## src/design/agd_pkg.sv

```systemverilog
// Shared types and constants of the accelerometer gesture detector.
`timescale 1ns / 1ps

package agd_pkg;

    // Configuration register indexes
    localparam logic [1:0] CFG_START_THR = 2'd0;
    localparam logic [1:0] CFG_END_THR   = 2'd1;
    localparam logic [1:0] CFG_CALM_END  = 2'd2;
    localparam logic [1:0] CFG_MIN_LEN   = 2'd3;

    localparam int unsigned CFG_IDX_W  = 2;
    localparam int unsigned CFG_DATA_W = 34;

    // Register reset values
    localparam logic [33:0] START_THR_RST = 34'd640000;
    localparam logic [33:0] END_THR_RST   = 34'd4000000;
    localparam logic [7:0]  CALM_END_RST  = 8'd4;
    localparam logic [7:0]  MIN_LEN_RST   = 8'd10;

    // Saturation point of the gesture and calm counters
    localparam logic [7:0] CNT_MAX = 8'hFF;

    // Result kinds
    localparam logic KIND_REPORT = 1'b0;
    localparam logic KIND_TRIPLE = 1'b1;

    // Width of one packed history triple
    localparam int unsigned TRIPLE_W = 24;

    typedef struct packed {
        logic signed [15:0] accel_x;
        logic signed [15:0] accel_y;
        logic signed [15:0] accel_z;
    } t_in_req;

    typedef struct packed {
        logic               kind;
        logic signed [15:0] out_x;
        logic signed [15:0] out_y;
        logic signed [15:0] out_z;
        logic [31:0]        magnitude_squared;
        logic [33:0]        change_squared;
        logic [7:0]         gesture_length;
        logic               last;
    } t_out_req;

endpackage

```

## src/design/agd_sq_unit.sv

```systemverilog
// Shared registered squarer for sample and difference components.
`timescale 1ns / 1ps

module agd_sq_unit (
    input  logic               i_clk,
    input  logic signed [16:0] i_op,
    output logic [31:0]        o_sq
);

    logic signed [33:0] prod;
    logic [31:0]        r_sq;

    // |op| <= 65535, so the square always fits in 32 bits
    assign prod = i_op * i_op;

    always_ff @(posedge i_clk) begin
        r_sq <= prod[31:0];
    end

    assign o_sq = r_sq;

endmodule

```

## src/design/agd_hist_ring.sv

```systemverilog
// History ring memory of clipped triples, with per-row valid bits.
`timescale 1ns / 1ps

module agd_hist_ring #(
    parameter int unsigned DEPTH = 50
) (
    input  logic                             i_clk,
    input  logic                             i_rst_n,
    input  logic                             i_wr_en,
    input  logic [$clog2(DEPTH)-1:0]         i_wr_addr,
    input  logic [agd_pkg::TRIPLE_W-1:0]     i_wr_data,
    input  logic                             i_rd_en,
    input  logic [$clog2(DEPTH)-1:0]         i_rd_addr,
    output logic [agd_pkg::TRIPLE_W-1:0]     o_rd_data
);

    logic [agd_pkg::TRIPLE_W-1:0] r_mem [DEPTH];
    logic [DEPTH-1:0]             r_vld;
    logic [agd_pkg::TRIPLE_W-1:0] r_rd_data;
    logic                         r_rd_vld;

    always_ff @(posedge i_clk) begin
        if (i_wr_en) begin
            r_mem[i_wr_addr] <= i_wr_data;
        end
        if (i_rd_en) begin
            r_rd_data <= r_mem[i_rd_addr];
        end
    end

    // Rows never written read as zero
    always_ff @(posedge i_clk) begin
        if (!i_rst_n) begin
            r_vld    <= '0;
            r_rd_vld <= 1'b0;
        end else begin
            if (i_wr_en) begin
                r_vld[i_wr_addr] <= 1'b1;
            end
            if (i_rd_en) begin
                r_rd_vld <= r_vld[i_rd_addr];
            end
        end
    end

    assign o_rd_data = r_rd_vld ? r_rd_data : '0;

endmodule

```

## src/design/accel_gesture_detector.sv

```systemverilog
// Top level of the accelerometer gesture detector: sequencer and registers.
`timescale 1ns / 1ps

// Accelerometer gesture detector.
// Input channel: i_in_valid / o_in_stall carry one x,y,z sample request.
// Output channel: o_out_valid / i_out_stall carry result requests: one
// sample report (squared magnitude, squared change) per sample, then,
// when a gesture closes with a length from min_gesture_length up to
// HISTORY_DEPTH-1, one request per replayed history triple, oldest first.
// 'last' marks the final request caused by a sample.
// Steps: accept, six passes through the single shared squarer plus a drain,
// state update, report load; per replayed triple, memory read, output load.
// Configuration is written through i_cfg_we/i_cfg_idx/i_cfg_data; the user
// must do so only while idle, which the block itself leaves unenforced.
// o_in_stall is high from acceptance until the last request of the sample
// has been loaded into the output register; the next sample may enter
// while that request still waits there.
// When the receiver stalls, the output register holds its request and the
// sequencer waits at the next load.
// Reset (synchronous, active low) returns the sequencer to idle, clears
// counters, previous sample, ring position and all history rows (by valid
// bits, so no clearing pass), and loads register defaults.

module accel_gesture_detector #(
    parameter int unsigned HISTORY_DEPTH = 50
) (
    input  logic                               i_clk,
    input  logic                               i_rst_n,
    input  logic                               i_in_valid,
    output logic                               o_in_stall,
    input  agd_pkg::t_in_req                   i_in_req,
    output logic                               o_out_valid,
    input  logic                               i_out_stall,
    output agd_pkg::t_out_req                  o_out_req,
    input  logic                               i_cfg_we,
    input  logic [agd_pkg::CFG_IDX_W-1:0]      i_cfg_idx,
    input  logic [agd_pkg::CFG_DATA_W-1:0]     i_cfg_data
);

    localparam int unsigned PW = $clog2(HISTORY_DEPTH);
    localparam logic [PW-1:0] POS_LAST = PW'(HISTORY_DEPTH - 1);
    localparam logic [7:0] DEPTH8 = 8'(HISTORY_DEPTH);
    localparam logic [8:0] DEPTH9 = 9'(HISTORY_DEPTH);
    localparam logic [2:0] STEP_LAST = 3'd6;

    typedef enum logic [5:0] {
        S_IDLE = 6'b000001,
        S_MUL  = 6'b000010,
        S_UPD  = 6'b000100,
        S_RPT  = 6'b001000,
        S_RD   = 6'b010000,
        S_RPL  = 6'b100000
    } t_state;

    // floor(v/128) clipped to int8
    function automatic logic [7:0] shrink(input logic signed [15:0] v);
        logic [8:0] q;
        q = v[15:7];
        if (q[8] != q[7]) begin
            shrink = q[8] ? 8'h80 : 8'h7F;
        end else begin
            shrink = q[7:0];
        end
    endfunction

    t_state n_state, r_state;

    // Configuration
    logic [33:0] r_start_thr;
    logic [33:0] r_end_thr;
    logic [7:0]  r_calm_end;
    logic [7:0]  r_min_len;

    // Sample work registers
    agd_pkg::t_in_req   r_smp;
    logic signed [15:0] r_prev_x, r_prev_y, r_prev_z;
    logic [2:0]         r_step;
    logic [31:0]        r_mag;
    logic [33:0]        r_chg;

    // Gesture state
    logic [PW-1:0] r_hp;
    logic [7:0]    r_gc;
    logic [7:0]    r_calm;
    logic [7:0]    r_rec;
    logic          r_replay;

    // Replay walk
    logic [PW-1:0] r_pos;
    logic [7:0]    r_left;

    // Output register
    logic              r_ovalid;
    agd_pkg::t_out_req r_out;

    logic               in_acc;
    logic               out_free;
    logic signed [16:0] sq_op;
    logic [31:0]        sq_res;
    logic [2:0]         acc_idx;
    logic [PW-1:0]      hp_next;
    logic [8:0]         start_sum;
    logic [8:0]         start_wrap;
    logic [PW-1:0]      start_pos;
    logic [PW-1:0]      pos_next;
    logic [7:0]         gc_inc;
    logic [7:0]         calm_inc;
    logic               chg_start;
    logic               chg_calm;
    logic [agd_pkg::TRIPLE_W-1:0] wr_trip;
    logic [agd_pkg::TRIPLE_W-1:0] rd_trip;

    assign in_acc   = i_in_valid && !o_in_stall;
    assign out_free = !r_ovalid || !i_out_stall;
    assign acc_idx  = r_step - 3'd1;

    // Squarer operand: raw x,y,z first, then differences from the prior sample
    always_comb begin
        case (r_step)
            3'd0:    sq_op = {r_smp.accel_x[15], r_smp.accel_x};
            3'd1:    sq_op = {r_smp.accel_y[15], r_smp.accel_y};
            3'd2:    sq_op = {r_smp.accel_z[15], r_smp.accel_z};
            3'd3:    sq_op = {r_smp.accel_x[15], r_smp.accel_x} - {r_prev_x[15], r_prev_x};
            3'd4:    sq_op = {r_smp.accel_y[15], r_smp.accel_y} - {r_prev_y[15], r_prev_y};
            3'd5:    sq_op = {r_smp.accel_z[15], r_smp.accel_z} - {r_prev_z[15], r_prev_z};
            default: sq_op = '0;
        endcase
    end

    agd_sq_unit u_sq (
        .i_clk (i_clk),
        .i_op  (sq_op),
        .o_sq  (sq_res)
    );

    // Ring position arithmetic
    assign hp_next    = (r_hp == POS_LAST) ? '0 : r_hp + PW'(1);
    assign pos_next   = (r_pos == POS_LAST) ? '0 : r_pos + PW'(1);
    assign start_sum  = 9'(r_hp) + DEPTH9 - 9'(r_rec);
    assign start_wrap = (start_sum >= DEPTH9) ? start_sum - DEPTH9 : start_sum;
    assign start_pos  = start_wrap[PW-1:0];

    assign gc_inc    = (r_gc != agd_pkg::CNT_MAX) ? r_gc + 8'd1 : r_gc;
    assign calm_inc  = (r_calm != agd_pkg::CNT_MAX) ? r_calm + 8'd1 : r_calm;
    assign chg_start = r_chg > r_start_thr;
    assign chg_calm  = r_chg < r_end_thr;

    assign wr_trip = {shrink(r_smp.accel_x), shrink(r_smp.accel_y), shrink(r_smp.accel_z)};

    agd_hist_ring #(
        .DEPTH (HISTORY_DEPTH)
    ) u_ring (
        .i_clk     (i_clk),
        .i_rst_n   (i_rst_n),
        .i_wr_en   (r_state == S_UPD),
        .i_wr_addr (hp_next),
        .i_wr_data (wr_trip),
        .i_rd_en   (r_state == S_RD),
        .i_rd_addr (r_pos),
        .o_rd_data (rd_trip)
    );

    // Sequencer
    always_comb begin
        n_state = r_state;
        case (r_state)
            S_IDLE:  if (in_acc) n_state = S_MUL;
            S_MUL:   if (r_step == STEP_LAST) n_state = S_UPD;
            S_UPD:   n_state = S_RPT;
            S_RPT:   if (out_free) n_state = r_replay ? S_RD : S_IDLE;
            S_RD:    n_state = S_RPL;
            S_RPL:   if (out_free) n_state = (r_left == 8'd1) ? S_IDLE : S_RD;
            default: n_state = S_IDLE;
        endcase
    end

    always_ff @(posedge i_clk) begin
        if (!i_rst_n) begin
            r_state     <= S_IDLE;
            r_start_thr <= agd_pkg::START_THR_RST;
            r_end_thr   <= agd_pkg::END_THR_RST;
            r_calm_end  <= agd_pkg::CALM_END_RST;
            r_min_len   <= agd_pkg::MIN_LEN_RST;
            r_prev_x    <= '0;
            r_prev_y    <= '0;
            r_prev_z    <= '0;
            r_hp        <= '0;
            r_gc        <= '0;
            r_calm      <= '0;
            r_rec       <= '0;
            r_replay    <= 1'b0;
            r_ovalid    <= 1'b0;
        end else begin
            r_state <= n_state;

            if (i_cfg_we) begin
                case (i_cfg_idx)
                    agd_pkg::CFG_START_THR: r_start_thr <= i_cfg_data;
                    agd_pkg::CFG_END_THR:   r_end_thr   <= i_cfg_data;
                    agd_pkg::CFG_CALM_END:  r_calm_end  <= i_cfg_data[7:0];
                    agd_pkg::CFG_MIN_LEN:   r_min_len   <= i_cfg_data[7:0];
                    default: ;
                endcase
            end

            // Output register fills at a report or triple load, empties on accept
            if ((r_state == S_RPT || r_state == S_RPL) && out_free) begin
                r_ovalid <= 1'b1;
            end else if (!i_out_stall) begin
                r_ovalid <= 1'b0;
            end

            case (r_state)
                S_UPD: begin
                    r_prev_x <= r_smp.accel_x;
                    r_prev_y <= r_smp.accel_y;
                    r_prev_z <= r_smp.accel_z;
                    r_hp     <= hp_next;
                    if (r_gc == '0) begin
                        r_replay <= 1'b0;
                        if (chg_start) begin
                            r_calm <= '0;
                            r_gc   <= 8'd1;
                        end
                    end else if (chg_calm) begin
                        r_calm <= calm_inc;
                        if (calm_inc == r_calm_end) begin
                            r_rec    <= gc_inc;
                            r_replay <= (gc_inc >= r_min_len) && (gc_inc < DEPTH8);
                            r_gc     <= '0;
                        end else begin
                            r_gc     <= gc_inc;
                            r_replay <= 1'b0;
                        end
                    end else begin
                        r_gc     <= gc_inc;
                        r_replay <= 1'b0;
                        if (r_calm < r_calm_end) begin
                            r_calm <= '0;
                        end
                    end
                end
                default: ;
            endcase
        end
    end

    // Payload registers
    always_ff @(posedge i_clk) begin
        case (r_state)
            S_IDLE: begin
                if (in_acc) begin
                    r_smp  <= i_in_req;
                    r_step <= '0;
                    r_mag  <= '0;
                    r_chg  <= '0;
                end
            end
            S_MUL: begin
                r_step <= r_step + 3'd1;
                if (r_step != '0) begin
                    if (acc_idx < 3'd3) begin
                        r_mag <= r_mag + sq_res;
                    end else begin
                        r_chg <= r_chg + 34'(sq_res);
                    end
                end
            end
            S_RPT: begin
                if (out_free) begin
                    r_out.kind              <= agd_pkg::KIND_REPORT;
                    r_out.out_x             <= r_smp.accel_x;
                    r_out.out_y             <= r_smp.accel_y;
                    r_out.out_z             <= r_smp.accel_z;
                    r_out.magnitude_squared <= r_mag;
                    r_out.change_squared    <= r_chg;
                    r_out.gesture_length    <= '0;
                    r_out.last              <= !r_replay;
                    r_pos                   <= start_pos;
                    r_left                  <= r_rec;
                end
            end
            S_RPL: begin
                if (out_free) begin
                    r_out.kind              <= agd_pkg::KIND_TRIPLE;
                    r_out.out_x             <= {{8{rd_trip[23]}}, rd_trip[23:16]};
                    r_out.out_y             <= {{8{rd_trip[15]}}, rd_trip[15:8]};
                    r_out.out_z             <= {{8{rd_trip[7]}}, rd_trip[7:0]};
                    r_out.magnitude_squared <= '0;
                    r_out.change_squared    <= '0;
                    r_out.gesture_length    <= r_rec;
                    r_out.last              <= (r_left == 8'd1);
                    r_pos                   <= pos_next;
                    r_left                  <= r_left - 8'd1;
                end
            end
            default: ;
        endcase
    end

    assign o_in_stall  = (r_state != S_IDLE);
    assign o_out_valid = r_ovalid;
    assign o_out_req   = r_out;

endmodule

```

## config.mk

```make
export PLATFORM = sky130hd
export DESIGN_NAME = accel_gesture_detector
export DESIGN_NICKNAME = d
export VERILOG_FILES = /design/src/design/agd_pkg.sv /design/src/design/agd_sq_unit.sv /design/src/design/agd_hist_ring.sv /design/src/design/accel_gesture_detector.sv
export SDC_FILE = /design/constraint.sdc
export NUM_CORES = 2
export LEC_CHECK = 0
export ABC_CLOCK_PERIOD_IN_PS = 14300
export BUFFER_PORTS_ARGS = -buffer_cell sky130_fd_sc_hd__buf_4
export CELL_PAD_IN_SITES_DETAIL_PLACEMENT = 0
export CELL_PAD_IN_SITES_GLOBAL_PLACEMENT = 1
export CORE_ASPECT_RATIO = 1.25
export CORE_MARGIN = 2
export CORE_UTILIZATION = 55
export CTS_BUF_LIST = sky130_fd_sc_hd__clkbuf_8
export DETAILED_ROUTE_END_ITERATION = 16
export GPL_TIMING_DRIVEN = 0
export PLACE_DENSITY_LB_ADDON = 0.1
export SLEW_MARGIN = 20
export SYNTH_ARGS = -nofsm -noshare
export SYNTH_HDL_FRONTEND = slang
export SYNTH_SLANG_ARGS = --single-unit
```

## constraint.sdc

```tcl
create_clock -name i_clk -period 14.3 [get_ports i_clk]
set_clock_uncertainty 0.15 [all_clocks]
set_input_delay 2.145 -clock i_clk [delete_from_list [all_inputs] [get_ports i_clk]]
set_output_delay 2.145 -clock i_clk [all_outputs]
set_load 0.02 [all_outputs]
```

# ---- Yosys cells after proc, flatten, opt, wreduce, memory -nomap -nowiden
# Memory sizes are Yosys's and may differ from the RTL's. A register that Yosys moved wholly into a read port is not among the register bits.
# Index checks and enable logic that the tools add are counted.
dict set report totals {
  reg_bits 508
  mem_bits_rw 1200
  input_bits 89
  output_inout_bits 126
  word_cells 184
  mem_count 1
}
# memory depth width rd rd_ports_with_merged_regs wr line_no
set mem_list {}
lappend mem_list {u_ring.r_mem 50 24 1 1 1 agd_hist_ring.sv:17} ;# logic [agd_pkg::TRIPLE_W-1:0] r_mem [DEPTH];
dict set report classes {
  n_addsub 15
  mul 1
  magnitude_cmp 10
  eq_ne 34
  mux 58
  n_bitwise 2
  n_reduce_logical 30
}
# op count
set ops {}
lappend ops {{2-to-1 mux 124 bit} 2}
lappend ops {{case mux 124 bit (2 select lines)} 1}
lappend ops {{2-to-1 mux 8 bit} 18}
lappend ops {{2-to-1 mux 34 bit} 3}
lappend ops {{case mux 17 bit (6 select lines)} 1}
lappend ops {{2-to-1 mux 32 bit} 3}
lappend ops {{case mux 34 bit (2 select lines)} 1}
lappend ops {{case mux 32 bit (2 select lines)} 1}
lappend ops {{2-to-1 mux 6 bit} 9}
lappend ops {{subtractor 16 x 16 -> 17 bit} 3}
lappend ops {{bitwise OR 50 bit} 1}
lappend ops {{case mux 6 bit (6 select lines)} 1}
lappend ops {{adder 34 x 32 -> 34 bit} 1}
lappend ops {{greater-than comparator 34 bit} 1}
lappend ops {{less-than comparator 34 bit} 1}
lappend ops {{adder 32 bit} 1}
lappend ops {{multiplier 17 x 17 -> 32 bit} 1}
lappend ops {{2-to-1 mux 24 bit} 1}
lappend ops {{equality test 6 bit, second input constant} 3}
lappend ops {{adder 8 x 1 -> 8 bit, second input constant} 2}
lappend ops {{inequality test 2 bit, second input constant} 8}
lappend ops {{inequality test 8 bit, second input constant} 2}
lappend ops {{case mux 8 bit (2 select lines)} 1}
lappend ops {{AND reduction 4 bit} 4}
lappend ops {{other kinds (47)} 80}

# ---- Longest topological paths before layout
dict set report depth {
  ltp_word 7
  mapped_depth 35
  depth_no_buf 35
}

# ---- Cells and area by module
# A second synthesis with hierarchy kept.
dict set report unflattened {
  hier_cells 5793
  hier_area_um2 83455.0
}
# mod n_inst cells_per_inst area_per_inst_um2 seq_area_each_um2
set modules_own_cells {}
lappend modules_own_cells {agd_hist_ring 1 2124 48657.9 37776.2}
lappend modules_own_cells {accel_gesture_detector 1 2641 24875.1 11060.6}
lappend modules_own_cells {agd_sq_unit 1 1028 9922.0 620.6}

# ---- Least setup slack after synthesis
# Ideal clock, no wire load.
dict set report synth_path {
  kind {input port to flip-flop}
  from {input port i_out_stall}
  to {register r_out (netlist bit o_out_req[0]) (enable)}
  t_arrival_ns 8.804
  required_ns 13.468
  slack_ns 4.664
  path_stages 1
  n_path_buf 0
  path_cell_list {a21oi_1}
}
dict set report synth_via {
  elab_chain_len 4
  word_cells_on_any_way 5
  cone_classes {eq/ne: 2; reduce/logical: 3}
}
# element line_no
set synth_rtl {}
lappend synth_rtl {{start: declaration} accel_gesture_detector.sv:33} ;# input logic i_out_stall,
lappend synth_rtl {{logical NOT 1 bit (*)} --}
lappend synth_rtl {{logical OR 1 bit (*)} accel_gesture_detector.sv:114} ;# assign out_free = !r_ovalid || !i_out_stall;
lappend synth_rtl {{inequality test 2 bit (no source line)} --}
lappend synth_rtl {{AND reduction 3 bit (no source line) (*)} --}
lappend synth_rtl {{end: declaration} accel_gesture_detector.sv:94} ;# agd_pkg::t_out_req r_out;
# Mark *: on every way between the ends. The rest lies on a longest branch, timed or not.
# A chain may end at the register's enable or synchronous reset.

# ---- Final worst setup path
dict set report layout_path {
  from {register r_step[2]}
  to {register u_sq.r_sq[30], in the netlist u_sq.o_sq[30]}
}
dict set report layout_via {
  elab_chain_len 3
  word_cells_on_any_way 8
  cone_classes {mul: 1; eq/ne: 5; mux: 1; reduce/logical: 1}
}
# element line_no
set layout_rtl {}
lappend layout_rtl {{start: declaration} accel_gesture_detector.sv:77} ;# logic [2:0] r_step;
lappend layout_rtl {{start signal: assignment} accel_gesture_detector.sv:260} ;# r_step <= r_step + 3'd1;
lappend layout_rtl {{equality test 3 bit (tied with other cells)} accel_gesture_detector.sv:119} ;# case (r_step)
lappend layout_rtl {{case mux 17 bit (6 select lines) (*)} accel_gesture_detector.sv:119}
lappend layout_rtl {{multiplier 17 x 17 -> 32 bit (*)} agd_sq_unit.sv:14} ;# assign prod = i_op * i_op;
lappend layout_rtl {{net u_sq.prod[30]} agd_sq_unit.sv:10} ;# logic signed [33:0] prod;
lappend layout_rtl {{end signal: assignment} agd_sq_unit.sv:17} ;# r_sq <= prod[31:0];
lappend layout_rtl {{end: declaration} agd_sq_unit.sv:11} ;# logic [31:0] r_sq;
# The timed path passes the listed nets; every way through them passes the cells marked *.

==> reports/metrics.cfg <==
[grt]
met2_usage_pct = 50.7
grt_pass1_wl_mm = 337
grt_use_total_pct = 30.5
antenna_found_initial = 8
grt_max_degree = 51
grt_use_met3_pct = 5.31
grt.overflow.total = 0
global_route.usage.met1_pct = 38.8
top_usage_layer = met2
grt_pass1_vias = 51100

[floorplan]
coreArea_um2 = 150000
num_rows = 159
dieArea_um2 = 154000
die_y_um = 439
start_util_pct = 55.3
ios = 215
die_x_um = 352

[synthesis]
synth_edf_count = 1479
synth-compound-area-share_pct = 6.24
yosys_warnings = 0
synth.avg_cell_area_um2 = 14.5
synth_top_family_by_area = multiplexers
synth_fa_ha_area_share_pct = 10.9
synth-xor-area-share_pct = 1.52
syn_inst = 5712
netlist_area_um2 = 83100
async_flop_share_pct = 0
syn-num-nets = 6367
yosysSeqAreaShare_pct = 59.5
synthMuxAreaShare_pct = 11.3
ys_types = 99
yosys.area_share.simple_pct = 7.12
synth_flop_cell = edfxtp_1
synth.ff_latch_count = 1731

[setup_path]
cp_data_required_time_ns = 15.09
crit_top_cell = fa_1
max_stage_delay_ns = 0.66
worstPathArrival_ns = 10.66
cp_max_fo = 10
crit_slowest_cell = clkbuf_1
end_kind = flip-flop
crit_type = flip-flop to flip-flop
worstSetupStartpointType = flip-flop

[finish]
nets = 6953
fillCellCount = 11200
drive_gt1_share_pct = 19.0
post-route-util_pct = 63.3
ff_latch_area_um2 = 49500
multiInputGateArea_um2 = 31500
area_growth_pct = 14.5

[clock_tree]
clk_pin_slew_ns = 0.07
numCtsBuffers = 286
htree_levels = 5
cts_root_buf = clkbuf_8
cts_sinks = 1731
cts_tree = done
ctsResizeCount = 0
ctsHoldBuffers = 0
clock_path_buffers = 4
clock_latency_ns = 1.01
post-cts-setup-buffers = 0

[job]
drv_cap = 0

[placement]
hpwl_mm = 172
port_buffers = 213
gp_congestion = 0.939

[timing]
hold_viol = 0
setup_violations = 0
rsz0062_at_grt = false
fin_crit_sh_pct = 69.1
slew_viol_final = 0
finalCriticalPeriod_ns = 9.87
worst_pin_slew_ns = 1.21
relSlewSlack_pct = 19.0
fmax_mhz = 101
tns_ns = 0

[routing]
drt_wl_total_mm = 232
firstDrtPassIters = 6
avgViaCountPerCell = 5.95
via_count = 50600
drtAntennaViolNets = 0
wl_per_cell_um = 27.2
drc = 0
drtIter0Drc = 4900

[min_path]
worstHoldPathType = flip-flop to flip-flop

[run_status]
status = complete, no violations

[per-layer routing]
metal | wire length, um | part of all wire, % | vias up
li1 | - | - | 22300
met1 | 87600 | 38 | 25700
met2 | 115000 | 50 | 2138
met3 | 16500 | 7.1 | 478
met4 | 12500 | 5.4 | 2
met5 | 13 | 0.0056 | -
[cell usage in the layout, fill, tap and decap left out, types with 105 or more instances in the layout]
cell type / Yosys / routed
a21o_1: 105 / 105
a21oi_1: 274 / 252
and2_1: 107 / 107
buf_4: 2 / 215
clkbuf_1: 170 / 164
clkbuf_8: 0 / 302
dfxtp_1: 252 / 252
edfxtp_1: 1479 / 1479
fa_1: 262 / 262
ha_1: 304 / 304
inv_1: 503 / 587
mux4_2: 399 / 399
nand2_1: 507 / 506
nor2_1: 378 / 328
[synth_stat cells (all sizes together) (107+ instances only)]
master / n / area (um^2)
ha: 304 / 3800
and2: 107 / 669
nand2: 508 / 1910
edfxtp: 1479 / 44400
inv: 508 / 1910
nor2: 378 / 1420
fa: 262 / 5250
dfxtp: 252 / 5040
clkbuf: 170 / 638
o21ai: 111 / 556
mux4: 399 / 8990
a21oi: 277 / 1410
[critical path, delay by kind of cell (launching register included)]
family                     cells  cell delay, ns
and+or+nand+nor                3            0.87
DFF                            1            0.44
adders and majority gates      8            3.77
xor gates and xnor gates       1            0.13
buffers and inverters          9            2.63
AOI/OAI and AO/OA              8            1.81
[final timing paths]
| kind | startpoint | endpoint | slack, ns | cells after the start |
|---|---|---|---|---|
| hold / removal | r_start_thr[3] | r_start_thr[3] | 0.30 | 2 |
| hold reg to reg | r_start_thr[3] | r_start_thr[3] | 0.30 | 2 |
| setup / recovery | r_step[2] | u_sq.o_sq[30] | 4.43 | 29 |
| setup reg to reg | r_step[2] | u_sq.o_sq[30] | 4.43 | 29 |
[area by class of cell]
type / count / area share, %
Clock inverter: 180 / 0.977
Buffer: 234 / 0.972
Multi-Input combinational cell: 3238 / 33.1
Inverter: 509 / 2.01
Sequential cell: 1731 / 52.0
Timing Repair Buffer: 298 / 3.94
Clock buffer: 302 / 4.37
Antenna cell: 1 / 0.00263
Tap cell: 2012 / 2.65
[state kept, by name (all words and copies together), names as in the netlist, 8 cells and up]
register / flops
r_prev_y: 16
r_prev_z: 16
r_calm: 8
u_ring.r_mem: 1200
o_out_req: 124
u_ring.r_rd_data: 24
r_gc: 8
r_smp: 48
r_left: 8
r_min_len: 8
r_start_thr: 34
u_sq.o_sq: 31
r_end_thr: 34
r_prev_x: 16
r_mag: 32
u_ring.r_vld: 50
r_chg: 34
r_calm_end: 8
r_rec: 8
[logic make-up (layout without fill, tap and decap cells)]
logic type	Yosys count	in the layout
flip-flops	1731	1731
AND/OR/NAND/NOR	1304	1304
AO/OA/AOI/OAI	786	786
buffers and inverters	743	1523
adder cells (fa/ha/maj)	566	566
multiplexers	438	438
XOR/XNOR	144	144
other	0	1
[metrics by stage]
stage / setup WS, ns / instance area [um^2] / std cells / hold slack [ns]
2_1_floorplan: 4.66 / 83100 / 5712 / 0.285
3_3_place_gp: 0.598 / 87200 / 7937 / 0.291
3_5_place_dp: 4.43 / 90000 / 8020 / 0.297
4_1_cts: 4.41 / 95100 / 8502 / 0.304
5_1_grt: 3.77 / 95100 / 8505 / 0.321
6_report: 4.43 / 95100 / 8505 / 0.303
Power is not shown: default switching activity piles up to over one toggle a cycle in this logic, so the estimate is an artifact.
